==> src/sv/sacache_pkg.sv <==
// Shared request type and helper function of the set-associative write-back cache tag store.
package sacache_pkg;

    typedef enum logic {
        REQ_READ  = 1'b0,
        REQ_WRITE = 1'b1
    } t_req;

    function automatic int idx_bits(input int n);
        int w;
        w = (n > 1) ? $clog2(n) : 1;
        return w;
    endfunction

endpackage

==> src/sv/sacache_ram.sv <==
// Generic single-write, single-read RAM with registered read data (read returns old data).
module sacache_ram
    import sacache_pkg::*;
#(
    parameter int WIDTH = 8,
    parameter int DEPTH = 16
) (
    input  logic                        i_clk,
    input  logic                        i_we,
    input  logic [idx_bits(DEPTH)-1:0]  i_waddr,
    input  logic [WIDTH-1:0]            i_wdata,
    input  logic                        i_re,
    input  logic [idx_bits(DEPTH)-1:0]  i_raddr,
    output logic [WIDTH-1:0]            o_rdata
);

    logic [WIDTH-1:0] r_mem [DEPTH];
    logic [WIDTH-1:0] r_rdata;

    always_ff @(posedge i_clk) begin
        if (i_we) begin
            r_mem[i_waddr] <= i_wdata;
        end
        if (i_re) begin
            r_rdata <= r_mem[i_raddr];
        end
    end

    assign o_rdata = r_rdata;

endmodule

==> config.mk <==
export PLATFORM = sky130hd
export DESIGN_NAME = sacache_ram
export DESIGN_NICKNAME = d
export VERILOG_FILES = /design/src/sv/sacache_pkg.sv /design/src/sv/sacache_ram.sv
export SDC_FILE = /design/constraint.sdc
export NUM_CORES = 1
export LEC_CHECK = 0
export ABC_AREA = 0
export BUFFER_PORTS_ARGS = -buffer_cell sky130_fd_sc_hd__buf_4
export CORE_MARGIN = 3
export CORE_UTILIZATION = 39
export DETAILED_ROUTE_END_ITERATION = 6
export GPL_TIMING_DRIVEN = 0
export PLACE_DENSITY = 0.63
export SYNTH_ARGS = -nofsm -noshare
export SYNTH_HDL_FRONTEND = slang
export SYNTH_SLANG_ARGS = --single-unit
==> constraint.sdc <==
create_clock -name i_clk -period 4.45 [get_ports i_clk]
set_input_delay 0.2225 -clock i_clk [delete_from_list [all_inputs] [get_ports i_clk]]
set_output_delay 0.2225 -clock i_clk [all_outputs]
set_load 0.03 [all_outputs]
# Word level (Yosys, flattened, before mapping)

Memories as Yosys holds them, arrays and structs flattened. A register that Yosys moved wholly into a read port is not among the register bits.
Cells that the tools add are included.

Memory bits (writable): 128
Input bits: 19
Output and inout port bits: 8
Memories: 1
Register bits: 0

Muxes and demuxes: 2

Memory list:

| memory | depth | bits a word | rd ports | clocked after memory_dff | write ports | RTL line          | RTL |
|---|---|---|---|---|---|---|---|
| r_mem  | 16    | 8           | 1        | 1                        | 1           | sacache_ram.sv:17 | `logic [WIDTH-1:0] r_mem [DEPTH];` |

Operators by type and width:

| cell             | count |
|---|---|
| 2-to-1 mux 1 bit | 2 |

# Logic depth before layout (Yosys ltp)

Gate-level depths: netlist of run 1.

Depth in word-level cells: 2
Gate-level depth with buffers: 5

# Worst setup path after synthesis of run 1

Ideal clock, no wire load.

Path type: in2reg
Start: input i_waddr[2]
End: memory r_mem[0][0], enable pin
Setup time: 0.383 ns
Setup slack: 2.735 ns
Data required time: 4.067 ns
Data arrival time: 1.332 ns
Stages: 2
Cells stage by stage: or3b_2 > nor3_1

RTL lines:

| what               | RTL line          | RTL |
|---|---|---|
| start: declaration | sacache_ram.sv:10 | `input logic [idx_bits(DEPTH)-1:0] i_waddr,` |
| end: declaration   | sacache_ram.sv:17 |  |

Straight into the memory's write port.

# Worst setup path in the final report of run 1

Start: input i_waddr[2]
End: memory r_mem[0][4], enable pin

Straight into the memory's write port.

==> results.json, run 1 <==
{
  "power.leakage_nw": 2.053,
  "cts_resized": 0,
  "syn_area_per_cell_sq_um": 22.83,
  "syn2layout_area_growth_pct": 19.00,
  "worst_slew_margin_relative_to_its_limit_pct": 15.35,
  "diodes": 0,
  "drt_first_iter_violations": 151,
  "yosysWarnings": 0,
  "p_seq_share_pct": 48.7,
  "path_cells": "buf_4 > or3b_2 > nor3_1",
  "power.density_nw_per_um2": 478.1,
  "vdd_drop_max_mv": 0.1932,
  "cts_root_buffer": "sky130_fd_sc_hd__clkbuf_16",
  "first_global_vias": 2478,
  "startpoint_of_the_most_critical_register_to_register_path": "r_mem[4][7]",
  "crit_path_start_kind": "primary input",
  "synth.yosys.seq_area_share_pct": 78.12,
  "hpwlAfterDp_mm": 6.153,
  "layout-drive-gt1-share_pct": 29.37,
  "synth_nets": 248,
  "area.sequential_sq_um": 4084,
  "post-route-cell-area_sq_um": 6221,
  "grt_setup_unrepaired": "no",
  "finalCritPeriodShare_pct": 40.89,
  "cts-buffers-inserted": 17,
  "clockBufferDepth": 2,
  "wire_per_inst_microns": 21.51,
  "grt-ovfl-total": 0,
  "fp.dieArea_sq_um": 14830,
  "dr.pass1.iters": 4,
  "slowest_cell_on_the_critical_path": "sky130_fd_sc_hd__nor3_1",
  "synth.ff_latch_count": 136,
  "grt_max_degree": 17,
  "reg2reg_path_depth": 3,
  "fillcell_total": 1020,
  "synthesis.instances": 229,
  "timing_worst_setup_path_type": "in2reg",
  "cellInternalPower_mw": 2.377,
  "finalWeightedCongestion": 0.7419,
  "crit_path_start": "i_waddr[2]",
  "vias": 2351,
  "status": "completed",
  "totalNegativeSetupSlack_ns": 0,
  "htree_levels": 4,
  "cp.arrival_ns": 1.83,
  "clock_insertion_delay_worst_skew_ns": 0.41,
  "clk_pin_slew_worst_paths_ns": 0.06,
  "cts_tree": "built",
  "ant_nets": 0,
  "tightestPinTransition_ns": 1.260,
  "pwr-share-comb_pct": 5.2,
  "number_of_antenna_violations_at_the_first_check_in_global_routing": 0,
  "clock_skew_ns": 0.005204,
  "max_slew_vio_count": 0,
  "layout_common_cells": "sky130_fd_sc_hd__edfxtp_1 (136), sky130_fd_sc_hd__buf_4 (26), sky130_fd_sc_hd__mux4_2 (18)",
  "min_from": "i_re",
  "synth_top_area_share_pct": 78.12,
  "crit_required_ns": 4.46,
  "max-cap-violations": 0,
  "io_pins": 27,
  "critPathMaxStageDelay_ns": 0.97,
  "postPlaceCellArea_sq_um": 5630,
  "die_boundary_width_microns": 121.8,
  "finalWorstPathRequiredPeriod_ns": 1.820,
  "power_switching_mw": 0.5970,
  "p_clk_share_pct": 46.1,
  "cts_post_setup_buffers_inserted": 0,
  "nNetsFinal": 292,
  "hp-class": "in2reg",
  "drt_drc_violations_left": 0,
  "initial_utilization_pct": 40.60,
  "mostFrequentLayoutCell": "sky130_fd_sc_hd__edfxtp_1",
  "holdPathStages": 1,
  "multi_input_area_sq_um": 1062,
  "synth.distinct_cells": 18,
  "crit_fanout": 8,
  "fmax_mhz": 549.6,
  "grt_first_pass_wirelength_mm": 14.76,
  "chipHeight_microns": 121.8,
  "synth.area.top_cells": "sky130_fd_sc_hd__edfxtp_1 (78%), sky130_fd_sc_hd__mux4_2 (7.8%), sky130_fd_sc_hd__mux4_1 (7.0%)",
  "end_kind": "flop",
  "synth.cell_area_sq_um": 5228,
  "groute.usage.overall_pct": 14.48,
  "io_buffer_count": 25,
  "hold_viol": 0,
  "viasPerCell": 5.133,
  "netlist.top_cell.by_area": "sky130_fd_sc_hd__edfxtp_1",
  "coreArea_sq_um": 12880,
  "num_rows": 41,
  "power.share.switching_pct": 20.07,
  "clock_sink_count": 136,
  "final-setup-viol-count": 0,
  "count_of_hold_buffers_inserted_by_post_cts_repair": 0,
  "drt-total-wl_mm": 9.853
}
-- metrics by stage --
step	cells	power (mW)	hold WS [ns]	worst slack (ns)	util [%]
after floorplan	229	1.561	0.3214	2.735	-
after global placement	426	1.627	0.5164	2.210	43.73
after detailed placement	426	1.632	0.5215	2.195	43.73
after CTS	458	2.993	0.09244	2.624	48.28
after global routing	458	3.067	0.1023	2.542	48.31
final	458	2.974	0.1049	2.630	48.31
-- path summary, 6_finish.rpt --
path	endpoint	slack [ns]
worst max-delay path	r_mem[0][4]	2.63
worst min-delay path	o_rdata[3]	0.10
worst max register to register	o_rdata[7]	2.94
worst min register to register	o_rdata[1]	0.75
-- critical path: cells and delay by family --
family	cells	cell delay, ns
buffers and inverters	1	0.12
and+or+nand+nor	2	1.49
-- area by class of cell --
| class | instances | share of cell area, % |
|---|---|---|
| clock buffer | 17 | 6.838 |
| multi-input combinational | 83 | 17.08 |
| sequential | 136 | 65.65 |
| tap | 172 | 3.459 |
| clock inverter | 15 | 2.574 |
| timing repair buffer | 25 | 3.017 |
| buffer | 10 | 1.388 |
-- routing by layer --
metal  vias to the layer above  share of wire [%]  GRT usage (%)
met5                         -                  0              0
met4                         0                2.0          7.773
met3                        12                5.0          2.507
met2                        66                 49          22.31
met1                      1204                 44          19.87
li1                       1069                  -              -
-- power by group through the flow --
stage | Clock (mW) | Sequential, mW | Combinational [mW]
2_1_floorplan | 0 | 1.49 | 0.0728
3_3_place_gp | 0 | 1.47 | 0.152
3_5_place_dp | 0 | 1.48 | 0.156
4_1_cts | 1.39 | 1.45 | 0.157
5_1_grt | 1.45 | 1.45 | 0.166
6_report | 1.37 | 1.45 | 0.154
-- cells by family after synthesis --
logic type / after synthesis / share of synthesized area, %
mux: 32 / 14.79
compound gates: 16 / 2.298
simple gates: 35 / 3.136
flops: 136 / 78.12
buf+inv: 10 / 1.651
-- state kept, by name, summed over array words and instances, names as in the netlist --
| register | flops |
|---|---|
| r_mem | 128 |
| o_rdata | 8 |
-- cells in the mapped netlist --
library cell,n
sky130_fd_sc_hd__a22oi_1,16
sky130_fd_sc_hd__and2_1,1
sky130_fd_sc_hd__and2b_1,1
sky130_fd_sc_hd__buf_2,3
sky130_fd_sc_hd__buf_4,1
sky130_fd_sc_hd__buf_6,3
sky130_fd_sc_hd__clkdlybuf4s25_2,3
sky130_fd_sc_hd__edfxtp_1,136
sky130_fd_sc_hd__mux4_1,14
sky130_fd_sc_hd__mux4_2,18
sky130_fd_sc_hd__nand2_1,9
sky130_fd_sc_hd__nand2b_1,2
sky130_fd_sc_hd__nand3_1,1
sky130_fd_sc_hd__nand3b_1,2
sky130_fd_sc_hd__nor2_1,13
sky130_fd_sc_hd__nor2b_1,1
sky130_fd_sc_hd__nor3_1,4
sky130_fd_sc_hd__or3b_2,1
(Power assumes the default switching activity.)
==> run 2, diff against run 1 <==
==> constraint.sdc (replaced) <==
create_clock -name i_clk -period 1.9 [get_ports i_clk]
set_input_delay 0.095 -clock i_clk [delete_from_list [all_inputs] [get_ports i_clk]]
set_output_delay 0.095 -clock i_clk [all_outputs]
set_load 0.03 [all_outputs]
==> run 2 against run 1 <==
Against the previous run:
- power rose by 130%
- clock skew rose by 0.0067 ns
- count of clock-buffer cells in the layout did not move
- worst setup slack got worse by 2.4 ns
- flip-flop and latch count did not move
==> results.json, run 2 (synthesis gave the netlist of run 1 again) <==
{
  "status": "completed",
  "num_rows": 41,
  "max-cap-violations": 0,
  "hp-class": "in2reg",
  "hold_viol": 0,
  "wire_per_inst_microns": 21.43,
  "finalWeightedCongestion": 0.7419,
  "cp.arrival_ns": 1.71,
  "cts_tree": "built",
  "largest_register_ff_count": 128,
  "vias": 2327,
  "viasPerCell": 5.070,
  "p_seq_share_pct": 48.7,
  "mostFrequentLayoutCell": "sky130_fd_sc_hd__edfxtp_1",
  "grt-ovfl-total": 0,
  "cts_root_buffer": "sky130_fd_sc_hd__clkbuf_16",
  "grt_setup_unrepaired": "no",
  "clock_skew_ns": 0.01189,
  "area.sequential_sq_um": 4084,
  "nNetsFinal": 293,
  "chipHeight_microns": 121.8,
  "fp.dieArea_sq_um": 14830,
  "first_global_vias": 2484,
  "die_boundary_width_microns": 121.8,
  "hpwlAfterDp_mm": 6.153,
  "crit_required_ns": 1.92,
  "totalNegativeSetupSlack_ns": 0,
  "clock_sink_count": 136,
  "multi_input_area_sq_um": 1062,
  "post-route-cell-area_sq_um": 6231,
  "diodes": 0,
  "max_slew_vio_count": 0,
  "number_of_antenna_violations_at_the_first_check_in_global_routing": 0,
  "postPlaceCellArea_sq_um": 5630,
  "power.density_nw_per_um2": 1118,
  "io_buffer_count": 25,
  "syn2layout_area_growth_pct": 19.20,
  "grt_first_pass_wirelength_mm": 14.76,
  "crit_fanout": 8,
  "layout_common_cells": "sky130_fd_sc_hd__edfxtp_1 (136), sky130_fd_sc_hd__buf_4 (26), sky130_fd_sc_hd__mux4_2 (18)",
  "timing_worst_setup_path_type": "in2reg",
  "io_pins": 27,
  "finalCritPeriodShare_pct": 89.02,
  "clock_insertion_delay_worst_skew_ns": 0.42,
  "grt_max_degree": 17,
  "groute.usage.overall_pct": 14.48,
  "tightestPinTransition_ns": 1.263,
  "dr.pass1.iters": 4,
  "final-setup-viol-count": 0,
  "worst_slew_margin_relative_to_its_limit_pct": 15.16,
  "layout-drive-gt1-share_pct": 29.27,
  "end_kind": "flop",
  "pwr-share-comb_pct": 5.2,
  "coreArea_sq_um": 12880,
  "htree_levels": 4,
  "cellInternalPower_mw": 5.568,
  "final_cell_count_no_fill": 459,
  "power_switching_mw": 1.400,
  "reg2reg_path_depth": 3,
  "clockBufferDepth": 2,
  "ant_nets": 0,
  "dp.cells": 426,
  "crit_path_start_kind": "primary input",
  "clk_pin_slew_worst_paths_ns": 0.06,
  "power.share.switching_pct": 20.10,
  "holdPathStages": 1,
  "fillcell_total": 1020,
  "vdd_drop_max_mv": 0.4529,
  "drt_drc_violations_left": 0,
  "cts-buffers-inserted": 17,
  "power.leakage_nw": 2.057,
  "top_register_by_number_of_flip_flops": "r_mem",
  "initial_utilization_pct": 40.60,
  "drt_first_iter_violations": 143,
  "drt-total-wl_mm": 9.836,
  "p_clk_share_pct": 46.1,
  "finalWorstPathRequiredPeriod_ns": 1.691,
  "fmax_mhz": 591.2
}
==> run 2: cell count changes in the layout (fill, tap and decap cells not counted) <==
| cell | previous run | this run |
|---|---|---|
| sky130_fd_sc_hd__dlygate4sd3_1 | 0 | 1 |
==> run 2: per-stage QoR <==
step,power (mW),setup WS [ns],hold slack (ns),util (%)
floorplan,3.656,0.3121,0.1939,-
global route,7.184,0.1198,0.02215,48.39
detailed placement,3.823,-0.2270,0.3940,43.73
global placement,3.810,-0.2127,0.3889,43.73
CTS,7.013,0.2014,0.003823,48.35
finish,6.969,0.2086,0.005263,48.39
==> run 2: critical path: stages <==
cell and delay, ns:
sky130_fd_sc_hd__buf_4 0.12, sky130_fd_sc_hd__or3b_2 0.52, sky130_fd_sc_hd__nor3_1 0.97
==> run 2: layout make-up <==
type                       instances  share of cell area, %
buffer                            10                  1.386
clock buffer                      17                  6.827
clock inverter                    15                  2.570
multi-input combinational         83                  17.05
sequential                       136                  65.54
tap                              172                  3.454
timing repair buffer              26                  3.173
==> run 2: path summary, 6_finish.rpt <==
kind / startpoint / slack (ns) / to
hold reg to reg: r_mem[11][1] / 0.75 / o_rdata[1]
setup reg to reg: r_mem[4][7] / 0.37 / o_rdata[7]
setup / recovery: i_waddr[2] / 0.21 / r_mem[0][1]
hold / removal: i_wdata[6] / 0.005 / r_mem[12][6]
==> run 2: layer usage <==
metal / vias to the layer above / GRT usage, % / routed length, microns
met5: - / 0 / 0
met4: 0 / 7.773 / 164
met3: 9 / 2.507 / 608
met2: 74 / 22.31 / 4846
met1: 1174 / 19.87 / 4217
li1: 1070 / - / -
==> run 2: timing repair <==
item | CTS | global route
buffers inserted | 0 | 0
resized for setup | 0 | 0
hold buffers | 1 | 0
hold endpoints to repair | 8 | 0
==> run 2: power by group through the flow <==
stage,combinational [mW],sequential [mW],clock [mW]
after floorplan,0.171,3.49,0
after global placement,0.357,3.45,0
after detailed placement,0.365,3.46,0
after CTS,0.368,3.40,3.25
after global routing,0.391,3.40,3.39
final,0.363,3.40,3.21
==> run 3, diff against run 2 <==
--- a/config.mk
+++ b/config.mk
@@ -8,10 +8,11 @@
 export ABC_AREA = 0
 export BUFFER_PORTS_ARGS = -buffer_cell sky130_fd_sc_hd__buf_4
 export CORE_MARGIN = 3
-export CORE_UTILIZATION = 39
+export CORE_UTILIZATION = 60
+export CTS_CLUSTER_SIZE = 30
 export DETAILED_ROUTE_END_ITERATION = 6
 export GPL_TIMING_DRIVEN = 0
-export PLACE_DENSITY = 0.63
+export PLACE_DENSITY = 0.86
 export SYNTH_ARGS = -nofsm -noshare
 export SYNTH_HDL_FRONTEND = slang
 export SYNTH_SLANG_ARGS = --single-unit
==> run 3 against run 2 <==
Against the previous run:
- register-to-register slack worse by 0.11 ns
- clock power increased by 11%
- count of clock-buffer cells in the layout increased by 1
- largest power group is now the clock network
- core utilization rose by 27 points
- first-iteration DRC count rose by 150%
- critical path depth did not move
- critical path type is now reg2reg
- combinational power grew 6.1%
==> results.json, run 3 (synthesis gave the netlist of run 1 again) <==
{
  "status": "completed",
  "finalWeightedCongestion": 0.7594,
  "vias": 2635,
  "cellInternalPower_mw": 5.925,
  "die_boundary_width_microns": 99.34,
  "layout-drive-gt1-share_pct": 28.14,
  "first_global_vias": 2650,
  "power.density_nw_per_um2": 1168,
  "io_buffer_count": 25,
  "crit_fanout": 1,
  "cts_resized": 0,
  "syn2layout_area_growth_pct": 20.30,
  "hpwlAfterDp_mm": 6.120,
  "fmax_mhz": 610.0,
  "drt_drc_violations_left": 0,
  "cts_post_setup_buffers_inserted": 0,
  "diodes": 0,
  "viasPerCell": 6.588,
  "p_clk_share_pct": 48.4,
  "top_register_by_number_of_flip_flops": "r_mem",
  "hold_viol": 0,
  "mostFrequentLayoutCell": "sky130_fd_sc_hd__edfxtp_1",
  "power_switching_mw": 1.419,
  "path_cells": "mux4_2 > a22oi_1 > nand2_1",
  "slowest_cell_on_the_critical_path": "sky130_fd_sc_hd__mux4_2",
  "drt-total-wl_mm": 10.82,
  "wl_met1_mm": 4.170,
  "number_of_antenna_violations_at_the_first_check_in_global_routing": 0,
  "p_seq_share_pct": 46.3,
  "cp.arrival_ns": 1.90,
  "detailroute.wirelength.met3_mm": 1.025,
  "grt_max_degree": 17,
  "max-cap-violations": 0,
  "vdd_drop_max_mv": 0.8320,
  "cts_tree": "built",
  "totalNegativeSetupSlack_ns": 0,
  "chipHeight_microns": 99.34,
  "power.share.switching_pct": 19.32,
  "dr.max_layer_used": "met4",
  "layout_common_cells": "sky130_fd_sc_hd__edfxtp_1 (136), sky130_fd_sc_hd__buf_4 (26), sky130_fd_sc_hd__mux4_2 (18)",
  "timing_worst_setup_path_type": "reg2reg",
  "initial_utilization_pct": 62.68,
  "wl_met2_mm": 5.402,
  "drt_first_iter_violations": 354,
  "grt-ovfl-total": 0,
  "nNetsFinal": 301,
  "max_slew_vio_count": 0,
  "critPathMaxStageDelay_ns": 0.50,
  "largest_register_ff_count": 128,
  "final-setup-viol-count": 0,
  "pwr-share-comb_pct": 5.2,
  "finalWorstPathRequiredPeriod_ns": 1.639,
  "worst_slew_margin_relative_to_its_limit_pct": 14.38,
  "clockBufferDepth": 2,
  "clock_insertion_delay_worst_skew_ns": 0.51,
  "finalCritPeriodShare_pct": 86.28,
  "power.leakage_nw": 2.121,
  "worst_path_dominant_cell_family": "multiplexers",
  "end_kind": "flop",
  "crit_required_ns": 2.16,
  "ant_nets": 0,
  "setup_ws_ns": 0.2607,
  "groute.usage.overall_pct": 24.20,
  "post-place-ws_ns": -0.3339,
  "clk_pin_slew_worst_paths_ns": 0.06,
  "clock_skew_ns": 0.005111,
  "htree_levels": 4,
  "coreArea_sq_um": 8341,
  "cts-buffers-inserted": 17,
  "io_pins": 27,
  "fp.dieArea_sq_um": 9868,
  "worstPathBufferInverterCount": 0,
  "tightestPinTransition_ns": 1.275,
  "grt_first_pass_wirelength_mm": 16.66,
  "clock_sink_count": 136,
  "wire_per_inst_microns": 27.05,
  "num_rows": 33,
  "dr.pass1.iters": 5,
  "hp-class": "in2reg",
  "crit_path_start_kind": "flop",
  "cts_root_buffer": "sky130_fd_sc_hd__clkbuf_8",
  "grt_setup_unrepaired": "no"
}
-- run 3: path summary, 6_finish.rpt --
path,slack [ns],to,cells after the start,start
worst min-delay path,0.04,r_mem[0][3],2,i_waddr[0]
worst max register to register,0.26,o_rdata[7],3,r_mem[2][7]
worst min register to register,0.76,o_rdata[3],3,r_mem[11][3]
worst max-delay path,0.26,o_rdata[7],3,r_mem[2][7]
-- run 3: stage by stage --
step                      hold slack [ns]  std cells  power (mW)  cell area, sq um  util (%)
after floorplan                    0.1939        229       3.656              5228         -
after global placement             0.3815        359       3.798              5547     66.50
after detailed placement           0.3932        359       3.819              5547     66.50
after CTS                         0.08975        400       7.361              6284     75.34
after global routing              0.04343        400       7.528              6289     75.40
final                             0.04206        400       7.343              6289     75.40
-- run 3: layout make-up --
class / instances / area [sq um]
Sequential cell: 136 / 4084
Fill cell: 448 / 2052
Multi-Input combinational cell: 83 / 1062
Clock buffer: 18 / 417.9
Timing Repair Buffer: 34 / 277.8
Clock inverter: 14 / 229.0
Tap cell: 105 / 131.4
Buffer: 10 / 86.33
-- run 3: layer usage --
layer / up-vias / global-route usage (%)
li1: 1093 / -
met1: 1348 / 33.66
met2: 178 / 36.67
met3: 16 / 7.924
met4: 0 / 8.929
met5: - / 0
-- run 3: power groups by stage --
stage	clock, mW	sequential [mW]	combinational (mW)
after floorplan	0	3.49	0.171
after global placement	0	3.45	0.344
after detailed placement	0	3.46	0.359
after CTS	3.58	3.40	0.384
after global routing	3.72	3.40	0.407
final	3.56	3.40	0.385
-- run 3: timing repair --
item / in CTS / in global routing
setup endpoints to repair: 0 / 0
hold buffers: 9 / 0
hold endpoints to repair: 136 / 0
